$ cat src/rtl/fcc_neighbor_count_core_defines.svh
// Assertion macros shared by the neighbor count core.
`ifndef FCC_NEIGHBOR_COUNT_CORE_DEFINES_SVH
`define FCC_NEIGHBOR_COUNT_CORE_DEFINES_SVH

// Same-cycle implication, sampled on clk and quiet while rst_n is low.
`define FCC_ASSERT_IMP(lbl, ante, cons, msg) \
  lbl: assert property (@(posedge clk) disable iff (!rst_n) (ante) |-> (cons)) \
    else $error(msg);

// Next-cycle implication, sampled on clk and quiet while rst_n is low.
`define FCC_ASSERT_NXT(lbl, ante, cons, msg) \
  lbl: assert property (@(posedge clk) disable iff (!rst_n) (ante) |=> (cons)) \
    else $error(msg);

`endif

$ cat src/rtl/fcc_ram.sv
`timescale 1ns / 1ps
// Generic single-port RAM with a registered read.
module fcc_ram #(
  parameter int WIDTH = 1,
  parameter int DEPTH = 1024
) (
  input  logic                     clk,
  input  logic                     we,
  input  logic [$clog2(DEPTH)-1:0] addr,
  input  logic [WIDTH-1:0]         wdata,
  output logic [WIDTH-1:0]         rdata
);

  logic [WIDTH-1:0] mem [DEPTH];
  logic [WIDTH-1:0] rdata_r;

  always_ff @(posedge clk) begin
    if (we) begin
      mem[addr] <= wdata;
    end
    rdata_r <= mem[addr];
  end

  assign rdata = rdata_r;

endmodule

$ cat config.mk
export PLATFORM = sky130hd
export DESIGN_NAME = fcc_ram
export DESIGN_NICKNAME = d
export VERILOG_FILES = /design/src/rtl/fcc_neighbor_count_core_defines.svh /design/src/rtl/fcc_ram.sv
export SDC_FILE = /design/constraint.sdc
export NUM_CORES = 1
export LEC_CHECK = 0
export BUFFER_PORTS_ARGS = -buffer_cell sky130_fd_sc_hd__buf_2
export CORE_MARGIN = 2
export CORE_UTILIZATION = 30
export DETAILED_ROUTE_END_ITERATION = 10
export GPL_TIMING_DRIVEN = 0
export MAX_ROUTING_LAYER = met4
export RECOVER_POWER = 50
export SYNTH_ARGS = -nofsm -noshare
export SYNTH_HDL_FRONTEND = slang
export SYNTH_SLANG_ARGS = --single-unit
$ cat constraint.sdc
create_clock -name clk -period 2.24 [get_ports clk]
set_input_delay 0 -clock clk [delete_from_list [all_inputs] [get_ports clk]]
set_output_delay 0 -clock clk [all_outputs]
set_load 0.02 [all_outputs]
# After elaboration in Yosys (flattened, before gate mapping)
# Memories as Yosys holds them, arrays and structs flattened. A register that Yosys moved wholly into a read port is not among the register bits.
# Cells that the tools add are included.
[op_classes]
muxes = 2
[ops]
columns = ["operator", "n"]
rows = [
  ["1-bit 2-to-1 mux", 2],
]
[totals]
register_bits = 0
mem_bits_rw = 1024
inputBits = 13
output_inout_bits = 1
elab_cells = 3
memories = 1
[mem_list]
columns = ["memory", "depth", "word_bits", "rd", "rd_ports_with_merged_regs", "write_ports", "line_no", "text"]
rows = [
  ["mem", 1024, 1, 1, 1, 1, "fcc_ram.sv:14", "logic [WIDTH-1:0] mem [DEPTH];"],
]

# Depth between registers and ports, before layout
[logic_depth]
ltp_word = 2
depth_mapped = 12
ltp_nobuf = 8

# Least setup slack after synthesis
# OpenSTA, ideal clock, no wires.
[synth_path]
path_kind = "input -> register"
start = "in addr[1]"
end = "mem mem[875], enable pin"
setup_time_ns = 0.300
t_arrival_ns = 1.579
required_ns = 1.940
slack_ns = 0.362
cell_stages = 9
n_path_buf = 6
path_cell_list = "buf_2 > buf_2 > buf_2 > buf_2 > and3_1 > buf_2 > nand2_1 > clkbuf_1 > nor2_1"
[synth_lines]
columns = ["element", "line_no", "text"]
rows = [
  ["from (decl)", "fcc_ram.sv:9", "input logic [$clog2(DEPTH)-1:0] addr,"],
  ["to (decl)", "fcc_ram.sv:14", ""],
]
# Straight into the memory's write port.

==> metrics.csv <==
stage,metric,value,unit
run_status,status,"complete, but fails checks",
run_status,violations,negative setup slack,
global_route,grt_pass1_wl,230000,um
layout,syn_to_final_growth,14.5,%
synthesis,ys_types,40,
timing,slew_headroom,0.0702,
layout,fin_nets,3514,
detailed_routing,route.antenna.remaining_nets,0,
setup_path,cp-end-kind,flip-flop,
synthesis,netlist_instances,3369,
setup_path,rr_endpoint,rdata,
setup_path,worst_r2r_startpoint,mem[855],
detailed_routing,via_per_inst,5.63,
placed_design,place_inst,5318,
power_and_ir_drop,p_switching,9.58,mW
synthesis,synth_warnings,0,
clock_tree,root_buffer,clkbuf_16,
timing,hold_viol,0,
setup_path,crit_arrival,3.28,ns
hold_path,hold_path.class,in -> reg,
hold_path,hold_path_depth,4,
detailed_routing,firstDrtPassIters,8,
synthesis,synth_fp_nets,3382,
hold_path,min_to,mem[1],
layout,drive_gt1_frac,0.120,
detailed_routing,num_vias,31100,
power_and_ir_drop,seqPwrFrac,0.516,
placed_design,placed_area,47000,um^2
synthesis,synth_edf_count,1024,
detailed_routing,drt-total-wl,172000,um
clock_tree,cts.path.max_buffers,3,
setup_path,rr_worst_depth,7,
timing,clock_skew,0.0318,ns
global_route,grt_overflow_total,0,
floorplan,core_area,147000,um^2
layout,fill_cells,14300,
floorplan,rows,141,
synthesis,syn_avg_cell_area,13.2,um^2
layout,final_cells,5531,
global_route,grt_max_degree,202,
setup_path,required,2.73,ns
floorplan,die_w,388,um
global_route,antenna_found_initial,9,
job,drv_cap,0,
global_route,grt_pass1_vias,28800,
power_and_ir_drop,power_density,806,nW/um^2
floorplan,start_util,0.301,
placed_design,pre_cts_ws,-1.89,ns
layout,post-route-util,0.345,
synthesis,synth_seq_cells,1025,
synthesis,async_reset_ff_frac,0,
floorplan,ioPinCount,14,
layout,final_cell_mix,"nor2_1 (1075), edfxtp_1 (1024), mux2i_1 (455), o22ai_1 (197), clkbuf_1 (145)",
clock_tree,clk_latency,0.73,ns
placed_design,routabilityCongestion,0.957,
clock_tree,path_clk_slew,0.06,ns
synthesis,synth_seq_area_share,0.694,
hold_path,min_from,addr[7],
power_and_ir_drop,p_int,31.4,mW
power_and_ir_drop,netSwitchingFraction,0.234,
placed_design,io_buffers,11,
power_and_ir_drop,clockPowerShare,0.425,
detailed_routing,drcViolationCount,0,
timing,period_needed,2.79,ns
detailed_routing,wl_per_cell,31.1,um
synthesis,yosys_most_used_dff,edfxtp_1,
global_route,track_usage,0.228,
clock_tree,numCtsBuffers,106,
setup_path,r2r_slack,-0.46,ns
timing,worst_pin_slew,1.39,ns
power_and_ir_drop,p_leak,16.1,nW
clock_tree,cts_tree,yes,
power_and_ir_drop,comb_power_share,0.059,
detailed_routing,drt_iter0_markers,5839,
power_and_ir_drop,total_power,40.9,mW
timing,layout_setup_ws,-0.549,ns
floorplan,die_y,388,um
timing,slew_violations,0,
timing,rsz0062_at_grt,yes,
setup_path,crit_path_start_kind,input port,
placed_design,dp_hpwl,103000,um
clock_tree,h-tree-depth,3,
setup_path,cp_max_fo,10,
power_and_ir_drop,ir_drop,0.000639,V
timing,setup-violations-final,864,
timing,max_freq,359,MHz
clock_tree,cts.sinks,1025,
synthesis,synth_area,44300,um^2
layout,layout_commonest_cell,nor2_1,
timing,period_share,1.25,
layout,final_area,50800,um^2
setup_path,path_class,in -> reg,
timing,fin_setup_tns,-103.42,ns
timing,whs,0.0199,ns
floorplan,die-area,151000,um^2
[what timing repair did]
action                                 4_1_cts  5_1_grt
pin swaps                                   10       15
buffers inserted                             3        0
resized for setup                           92      103
endpoints found under the hold margin      159        0
hold buffers                                 3        0
setup endpoints to repair                  749      602
[how the worst max path moves through the flow]
stage | from | to | slack (ns) | depth (start not counted)
finish | addr[3] | rdata | -0.55 | 11
floorplan | addr[1] | mem[875] | 0.36 | 9
CTS | mem[855] | rdata | -0.31 | 7
global route | mem[855] | rdata | -0.34 | 7
global placement | wdata | mem[648] | -10.69 | 1
detailed placement | addr[0] | rdata | -1.89 | 12
[logic make-up (layout without fill, tap and decap cells)]
| kind of cell | count (synthesis) | after routing | share of synthesized area |
|---|---|---|---|
| and+or+nand+nor | 1287 | 1287 | 0.118 |
| other | 0 | 11 | 0 |
| buffers and inverters | 322 | 543 | 0.0331 |
| muxes | 488 | 488 | 0.119 |
| AOI/OAI and AO/OA | 247 | 247 | 0.0361 |
| DFF | 1025 | 1025 | 0.694 |
[power by group through the flow]
stage / registers, mW / clock network [mW] / logic, mW
4_1_cts: 21.1 / 17.3 / 2.31
5_1_grt: 21.1 / 18.0 / 2.42
3_3_place_gp: 21.8 / 0 / 2.21
6_report: 21.1 / 17.4 / 2.43
2_1_floorplan: 21.5 / 0 / 1.02
3_5_place_dp: 21.5 / 0 / 2.27
[worst max-delay path: stages]
cell	delay [ns]
buf_2	0.11
buf_2	0.21
nand4bb_1	0.37
clkbuf_2	0.62
o22ai_1	0.19
nor3_2	0.25
nand4_1	0.32
o2111ai_2	0.19
o211ai_1	0.29
a211oi_2	0.42
nand3_2	0.29
[synth_stat cells (2+ instances only)]
cell type,n,area share
nand2_1,82,0.0069
nand4bb_1,6,0.0015
a21oi_1,4,0.00045
buf_2,117,0.013
or4b_1,4,0.00090
mux4_2,32,0.016
o21ai_0,8,0.00090
nor3b_1,6,0.0010
nand3_1,15,0.0017
nor2_1,1080,0.091
nor4_1,44,0.0062
o211ai_1,10,0.0017
a211oi_1,9,0.0015
mux2i_1,456,0.10
buf_6,6,0.0015
and3_1,6,0.00085
o22a_1,2,0.00040
nand4_1,4,0.00056
nor3_1,18,0.0020
clkbuf_1,174,0.015
inv_1,2,0.00017
and2_1,3,0.00042
edfxtp_1,1024,0.69
and3b_1,4,0.00079
o31ai_1,4,0.00068
or3b_2,2,0.00040
nand3b_1,5,0.00085
buf_4,18,0.0030
o22ai_1,198,0.028
o2111ai_1,11,0.0022
buf_1,3,0.00025
nand4b_2,4,0.0014
[registers in the layout, summed over array words and instances, names as in the netlist]
| signal | cells |
|---|---|
| mem | 1024 |
| rdata | 1 |
[cell type report]
class / count / area (um^2) / share of cell area
Multi-Input combinational cell: 2022 / 12300 / 0.242
Timing Repair Buffer: 25 / 244 / 0.00480
Tap cell: 1930 / 2410 / 0.0475
Clock inverter: 67 / 584 / 0.0115
Antenna cell: 11 / 27.5 / 0.000542
Clock buffer: 130 / 2740 / 0.0540
Sequential cell: 1025 / 30800 / 0.606
Buffer: 318 / 1700 / 0.0335
Inverter: 3 / 12.5 / 0.000246
[layer usage]
layer / part of all wire / global-route usage / vias up
li1: - / - / 12500
met1: 0.37 / 0.288 / 15800
met2: 0.44 / 0.329 / 2380
met3: 0.14 / 0.0692 / 472
met4: 0.055 / 0.117 / 0
met5: 0 / - / -
Power figures use the tool's default switching activity.
