==> src/rtl/fcc_neighbor_count_core_defines.svh <==
// Assertion macros shared by the neighbor count core.
`ifndef FCC_NEIGHBOR_COUNT_CORE_DEFINES_SVH
`define FCC_NEIGHBOR_COUNT_CORE_DEFINES_SVH

// Same-cycle implication, sampled on clk and quiet while rst_n is low.
`define FCC_ASSERT_IMP(lbl, ante, cons, msg) \
  lbl: assert property (@(posedge clk) disable iff (!rst_n) (ante) |-> (cons)) \
    else $error(msg);

// Next-cycle implication, sampled on clk and quiet while rst_n is low.
`define FCC_ASSERT_NXT(lbl, ante, cons, msg) \
  lbl: assert property (@(posedge clk) disable iff (!rst_n) (ante) |=> (cons)) \
    else $error(msg);

`endif

==> src/rtl/fcc_pkg.sv <==
`timescale 1ns / 1ps
// Shared constants, types and the neighbor offset table of the neighbor count core.
package fcc_pkg;

  localparam int MAX_SIDE  = 32;
  localparam int CSEL_W    = $clog2(MAX_SIDE);
  localparam int ADDR_W    = 3 * CSEL_W;
  localparam int RAM_DEPTH = 1 << ADDR_W;

  localparam int COORD_W   = 5;
  localparam int SIZE_W    = 6;
  localparam int NC_W      = 7;
  localparam int STEP_W    = 4;
  localparam int CNT_W     = 4;
  localparam int CFG_IDX_W = 2;

  localparam logic [NC_W-1:0]      MAX_SIDE_NC = NC_W'(MAX_SIDE);
  localparam logic [SIZE_W-1:0]    SIZE_RESET  = 6'd32;
  localparam logic [STEP_W-1:0]    STEP_SITE   = 4'd0;
  localparam logic [STEP_W-1:0]    STEP_LAST   = 4'd12;
  localparam logic [CNT_W-1:0]     CNT_MAX     = 4'd12;

  localparam logic                 REQ_WRITE   = 1'b0;
  localparam logic                 REQ_QUERY   = 1'b1;

  localparam logic [CFG_IDX_W-1:0] CFG_SIZE_X  = 2'd0;
  localparam logic [CFG_IDX_W-1:0] CFG_SIZE_Y  = 2'd1;
  localparam logic [CFG_IDX_W-1:0] CFG_SIZE_Z  = 2'd2;

  // Two's complement offsets of one step along an axis.
  localparam logic [1:0] OFF_M = 2'b11;
  localparam logic [1:0] OFF_Z = 2'b00;
  localparam logic [1:0] OFF_P = 2'b01;

  typedef enum logic [2:0] {
    ST_CLEAR,
    ST_IDLE,
    ST_WRITE,
    ST_QUERY,
    ST_DRAIN,
    ST_DONE
  } state_t;

  typedef struct packed {
    logic [COORD_W-1:0] x;
    logic [COORD_W-1:0] y;
    logic [COORD_W-1:0] z;
  } site_t;

  typedef struct packed {
    logic [NC_W-1:0] sx;
    logic [NC_W-1:0] sy;
    logic [NC_W-1:0] sz;
  } dims_t;

  typedef struct packed {
    logic [ADDR_W-1:0] addr;
    logic              in_range;
  } au_out_t;

  typedef struct packed {
    logic [1:0] dx;
    logic [1:0] dy;
    logic [1:0] dz;
  } offset_t;

  // Sizes above the grid side behave as the grid side.
  function automatic logic [NC_W-1:0] eff_size(input logic [SIZE_W-1:0] s);
    logic [NC_W-1:0] s_ext;
    s_ext = {{(NC_W-SIZE_W){1'b0}}, s};
    eff_size = (s_ext > MAX_SIDE_NC) ? MAX_SIDE_NC : s_ext;
  endfunction

  // Step zero addresses the site itself; steps one to twelve its neighbors.
  function automatic offset_t nb_off(input logic [STEP_W-1:0] k);
    offset_t o;
    case (k)
      4'd1:    o = '{OFF_M, OFF_M, OFF_Z};
      4'd2:    o = '{OFF_M, OFF_P, OFF_Z};
      4'd3:    o = '{OFF_P, OFF_M, OFF_Z};
      4'd4:    o = '{OFF_P, OFF_P, OFF_Z};
      4'd5:    o = '{OFF_Z, OFF_M, OFF_P};
      4'd6:    o = '{OFF_M, OFF_Z, OFF_P};
      4'd7:    o = '{OFF_P, OFF_Z, OFF_P};
      4'd8:    o = '{OFF_Z, OFF_P, OFF_P};
      4'd9:    o = '{OFF_Z, OFF_M, OFF_M};
      4'd10:   o = '{OFF_M, OFF_Z, OFF_M};
      4'd11:   o = '{OFF_P, OFF_Z, OFF_M};
      4'd12:   o = '{OFF_Z, OFF_P, OFF_M};
      default: o = '{OFF_Z, OFF_Z, OFF_Z};
    endcase
    nb_off = o;
  endfunction

endpackage

==> src/rtl/fcc_addr_unit.sv <==
`timescale 1ns / 1ps
// Shared address unit: offsets a site by one table step and checks the bounds.
module fcc_addr_unit (
  input  fcc_pkg::site_t                 site,
  input  logic [fcc_pkg::STEP_W-1:0]     step,
  input  fcc_pkg::dims_t                 dims,
  output fcc_pkg::au_out_t               result
);

  fcc_pkg::offset_t           off;
  logic [fcc_pkg::NC_W-1:0]   nx;
  logic [fcc_pkg::NC_W-1:0]   ny;
  logic [fcc_pkg::NC_W-1:0]   nz;

  // A step below zero wraps to the top of the range and fails the bound check.
  always_comb begin
    off = fcc_pkg::nb_off(step);
    nx  = {{(fcc_pkg::NC_W-fcc_pkg::COORD_W){1'b0}}, site.x}
        + {{(fcc_pkg::NC_W-2){off.dx[1]}}, off.dx};
    ny  = {{(fcc_pkg::NC_W-fcc_pkg::COORD_W){1'b0}}, site.y}
        + {{(fcc_pkg::NC_W-2){off.dy[1]}}, off.dy};
    nz  = {{(fcc_pkg::NC_W-fcc_pkg::COORD_W){1'b0}}, site.z}
        + {{(fcc_pkg::NC_W-2){off.dz[1]}}, off.dz};
    result.in_range = (nx < dims.sx) && (ny < dims.sy) && (nz < dims.sz);
    result.addr     = {nx[fcc_pkg::CSEL_W-1:0], ny[fcc_pkg::CSEL_W-1:0],
                       nz[fcc_pkg::CSEL_W-1:0]};
  end

endmodule

==> config.mk <==
export PLATFORM = sky130hd
export DESIGN_NAME = fcc_addr_unit
export DESIGN_NICKNAME = d
export VERILOG_FILES = /design/src/rtl/fcc_neighbor_count_core_defines.svh /design/src/rtl/fcc_pkg.sv /design/src/rtl/fcc_addr_unit.sv
export SDC_FILE = /design/constraint.sdc
export NUM_CORES = 1
export LEC_CHECK = 0
export ABC_AREA = 1
export BUFFER_PORTS_ARGS = -buffer_cell sky130_fd_sc_hd__buf_4
export CAP_MARGIN = 30
export CORE_ASPECT_RATIO = 0.9
export CORE_MARGIN = 2
export CORE_UTILIZATION = 40
export DETAILED_ROUTE_END_ITERATION = 8
export PLACE_DENSITY = 0.73
export SETUP_SLACK_MARGIN = 0.05
export SYNTH_ARGS = -nofsm -noshare
export SYNTH_HDL_FRONTEND = slang
export SYNTH_SLANG_ARGS = --single-unit
==> constraint.sdc <==
create_clock -name vclk -period 3.45
set_input_delay 0.1725 -clock vclk [all_inputs]
set_output_delay 0.1725 -clock vclk [all_outputs]
set_load 0.02 [all_outputs]
## Yosys cells after proc, flatten, opt, wreduce, memory -nomap -nowiden

Memory sizes are Yosys's and may differ from the RTL's.
Index checks and enable logic that the tools add are counted.

| storage, ports and cells | value |
|---|---|
| bits in read-only memories | 96 |
| memories | 1 |
| output and inout port bits | 16 |
| logic and storage cells | 9 |
| input bits | 40 |
| bits in registers | 0 |

Memory list:

| name | depth | bits a word | read ports | clocked after Yosys merged registers in | write ports | RTL line | source |
|---|---|---|---|---|---|---|---|
| (name not given) | 16 | 6 | 1 | 0 | 0 | fcc_pkg.sv:77 | `case (k)` |

| operators by class | value |
|---|---|
| add/sub/neg operators | 3 |
| order comparisons | 3 |
| reductions and logical operators | 2 |

Operators with widths:

| operator | number |
|---|---|
| $add 6x2->7 | 3 |
| $lt 7x7->1 | 3 |
| $logic_and 1x1->1 | 2 |

## Depth between registers and ports, before layout

An unclocked memory read counts as a cell.

| depth | value |
|---|---|
| depth after elaboration | 5 |
| mapped depth | 20 |
| gate-level depth less buffers | 20 |

## Worst setup path before layout

OpenSTA, ideal clock, no wires.

| timing path | value |
|---|---|
| kind | input port to output port |
| start point | input port step[1] (netlist name) |
| end point | output port result[0] (netlist name) |
| arrival | 2.895 ns |
| buffers on the path | 0 |
| setup slack | 0.382 ns |
| stages on the path | 18 |
| data required time | 3.277 ns |
| cells stage by stage | inv_1 > ha_1 > inv_1 > nand2_1 > inv_1 > o22ai_1 > ha_1 > inv_1 > fa_1 > o21ai_0 > nand2_1 > xor2_1 > ha_1 > nand3_1 > nor2_1 > nor2_1 > nand3_1 > nor2_1 |

RTL lines:

| element | RTL line | source |
|---|---|---|
| from (decl) | fcc_addr_unit.sv:5 | `input logic [fcc_pkg::STEP_W-1:0] step,` |
| to (decl) | fcc_addr_unit.sv:7 | `output fcc_pkg::au_out_t result` |

==> results.tsv <==
stage	metric	value	unit
yosys	synth_area_leader_cell	ha_1	
setup_path	crit_arrival	2870	ps
drt	wl_met3	174	µm
global_routing	grt.overflow.total	0	
floorplanning	die_height	60.4	µm
clocking	ctsHoldBuffers	0	
setup_path	path_buf_inv	5	
power	p_total	432	µW
setup_path	crit_type	primary input to output pin	
finish	regArea	0	µm²
floorplanning	initial_core_util	41.8	%
global_routing	grt_start_max_net_pins	10	
placement	dp_cells	333	
yosys	netlist_area	1410	µm²
placement	io_buffers	56	
placement	place_hpwl	2.78	mm
global_routing	grt_util_all_layers	15.9	%
finish	fin_util	56.1	%
sta	whs	697	ps
finish	final_cells	333	
power	vdd_drop_max	111	µV
drt	post_drt_wl_per_cell	9.16	µm
power	p_int	189	µW
sta	slew_violations	0	
setup_path	cpMostUsedCell	nand2_1	
drt	post-route-drc-count	0	
drt	drtIter0Drc	47	
finish	nFlopsAndLatches	0	
sta	final_hold_viol_count	0	
finish	num-nets-final	375	
setup_path	critical_path_required	3280	ps
worst_hold_path	hold_depth	3	
sta	slew_headroom	69.3	%
yosys	netlist_instances	233	
setup_path	crit_fanout	9	
finish	multiInputGateArea	1200	µm²
setup_path	cp_slowest_cell	o21ai_2	
flow_run	maxCapViolations	0	
yosys	syn_nets	317	
yosys	syn_area_per_cell	6.06	µm²
sta	rsz0062_at_grt	no	
power	switching_share	56.3	%
finish	area_growth	34.1	%
floorplanning	io_pins	56	
yosys	seq_area_frac_synth	0	%
drt	wl_met1	1.53	mm
power	p_switching	243	µW
sta	layout_min_cycle_time	3040	ps
drt	top_layer	met4	
yosys	synth_cell_types	18	
yosys	yosys_warnings	0	
setup_path	path_delay_family	adder cells	
power	pwr-share-comb	100.0	%
setup_path	slowest_delay	390	ps
worst_hold_path	hp-class	primary input to output pin	
global_routing	grt_pass1_wl	5.22	mm
drt	wl_met2	1.34	mm
finish	fill_cells	366	
clocking	post_cts_buffers	0	
floorplanning	coreArea	3380	µm²
floorplanning	die-area	4020	µm²
finish	clock_buffers	0	
finish	n_antenna_cell	0	
setup_path	timing.critical_path.cells	buf_4, inv_1, ha_1, inv_1, o21ai_2, ha_1, or2_2, nand3_1, nand2_1, nand2_1, nand2_1, ha_1, nand2_1, inv_1, a21oi_1, nand3_1, nor2_1, buf_4	
power	clkPwrFrac	0	%
yosys	synthTopCellsByArea	ha_1, nand2_1, inv_1	
sta	fmax	329	MHz
yosys	synth_common_cells	nand2_1, inv_1, ha_1, nor2_1, nand3_1	
yosys	yosysMostFrequentCell	nand2_1	
power	pwr_density_cell	228	nW/µm²
yosys	yosysTopAreaCellShare	36.3	%
finish	drive_above_1_share	23.9	%
sta	worstMarginPinSlew	461	ps
run_status	status	finished clean	
power	leakagePower	1.23	nW
floorplanning	row_count	20	
sta	setup_viol	0	
floorplanning	die_w	66.6	µm
global_routing	antenna_found_initial	0	
setup_path	cp-end-kind	output pin	
drt	dr.pass1.iters	4	
placement	gp_congestion	0.805	
drt	vias_per_cell	4.50	
drt	via_count	1500	
global_routing	grt_pass1_vias	1312	
sta	tns	0	ps
sta	fin_crit_sh	88.2	%
drt	ant_nets	0	
setup_path	cp.depth	18	
setup_path	worst_setup_path_start_kind	primary input	
clocking	cts_resized	0	
drt	drt-total-wl	3.05	mm
power	pwr-share-seq	0	%
stage by stage:
step,area [µm²],worst slack (ps)
after floorplan,1410,382
after global placement,1890,412
after detailed placement,1890,296
after CTS,1890,292
after global routing,1890,52.9
final,1890,406
power by group through the flow:
stage                     logic (mW)  registers [mW]  clock network, mW
after floorplan                0.284               0                  0
after detailed placement       0.432               0                  0
after global routing           0.497               0                  0
after global placement         0.429               0                  0
after CTS                      0.436               0                  0
final                          0.432               0                  0
layer usage:
layer	up-vias	GRT usage, %
met1	626	22.4
li1	836	-
met2	36	27.9
met5	-	0
met4	0	1.17
met3	2	1.11
kinds of logic after synthesis:
group	synth area share (%)
compound gates	6.82
xor+xnor	6.20
fa+ha+maj	40.6
buf+inv	15.1
simple gates	31.3
placed cells by master, fill, tap and decap left out:
| cell | netlist | routed |
|---|---|---|
| inv_2 | 4 | 5 |
| or2_2 | 1 | 1 |
| o21ai_0 | 4 | 3 |
| nand2_1 | 63 | 63 |
| xnor2_1 | 1 | 1 |
| fa_1 | 3 | 2 |
| nor2_1 | 19 | 19 |
| o22ai_1 | 2 | 2 |
| nand4_1 | 1 | 1 |
| xor2_1 | 9 | 9 |
| buf_4 | 0 | 56 |
| inv_1 | 53 | 52 |
| nand2_4 | 1 | 1 |
| fa_2 | 0 | 1 |
| a31oi_1 | 1 | 1 |
| nand3_1 | 18 | 18 |
| ha_1 | 41 | 41 |
| nand3_2 | 2 | 2 |
| a21oi_1 | 8 | 8 |
| o21ai_2 | 2 | 3 |
final cells by class:
type | count | share of cell area, %
Inverter | 57 | 11.3
Tap cell | 44 | 2.91
Multi-Input combinational cell | 176 | 63.6
Timing Repair Buffer | 56 | 22.2
path summary, 6_finish.rpt:
kind	from	to	slack, ps
worst max-delay path	step[0]	result[0]	410
worst min-delay path	site[0]	result[1]	700
Note: power is estimated with default switching activity, not from simulation.
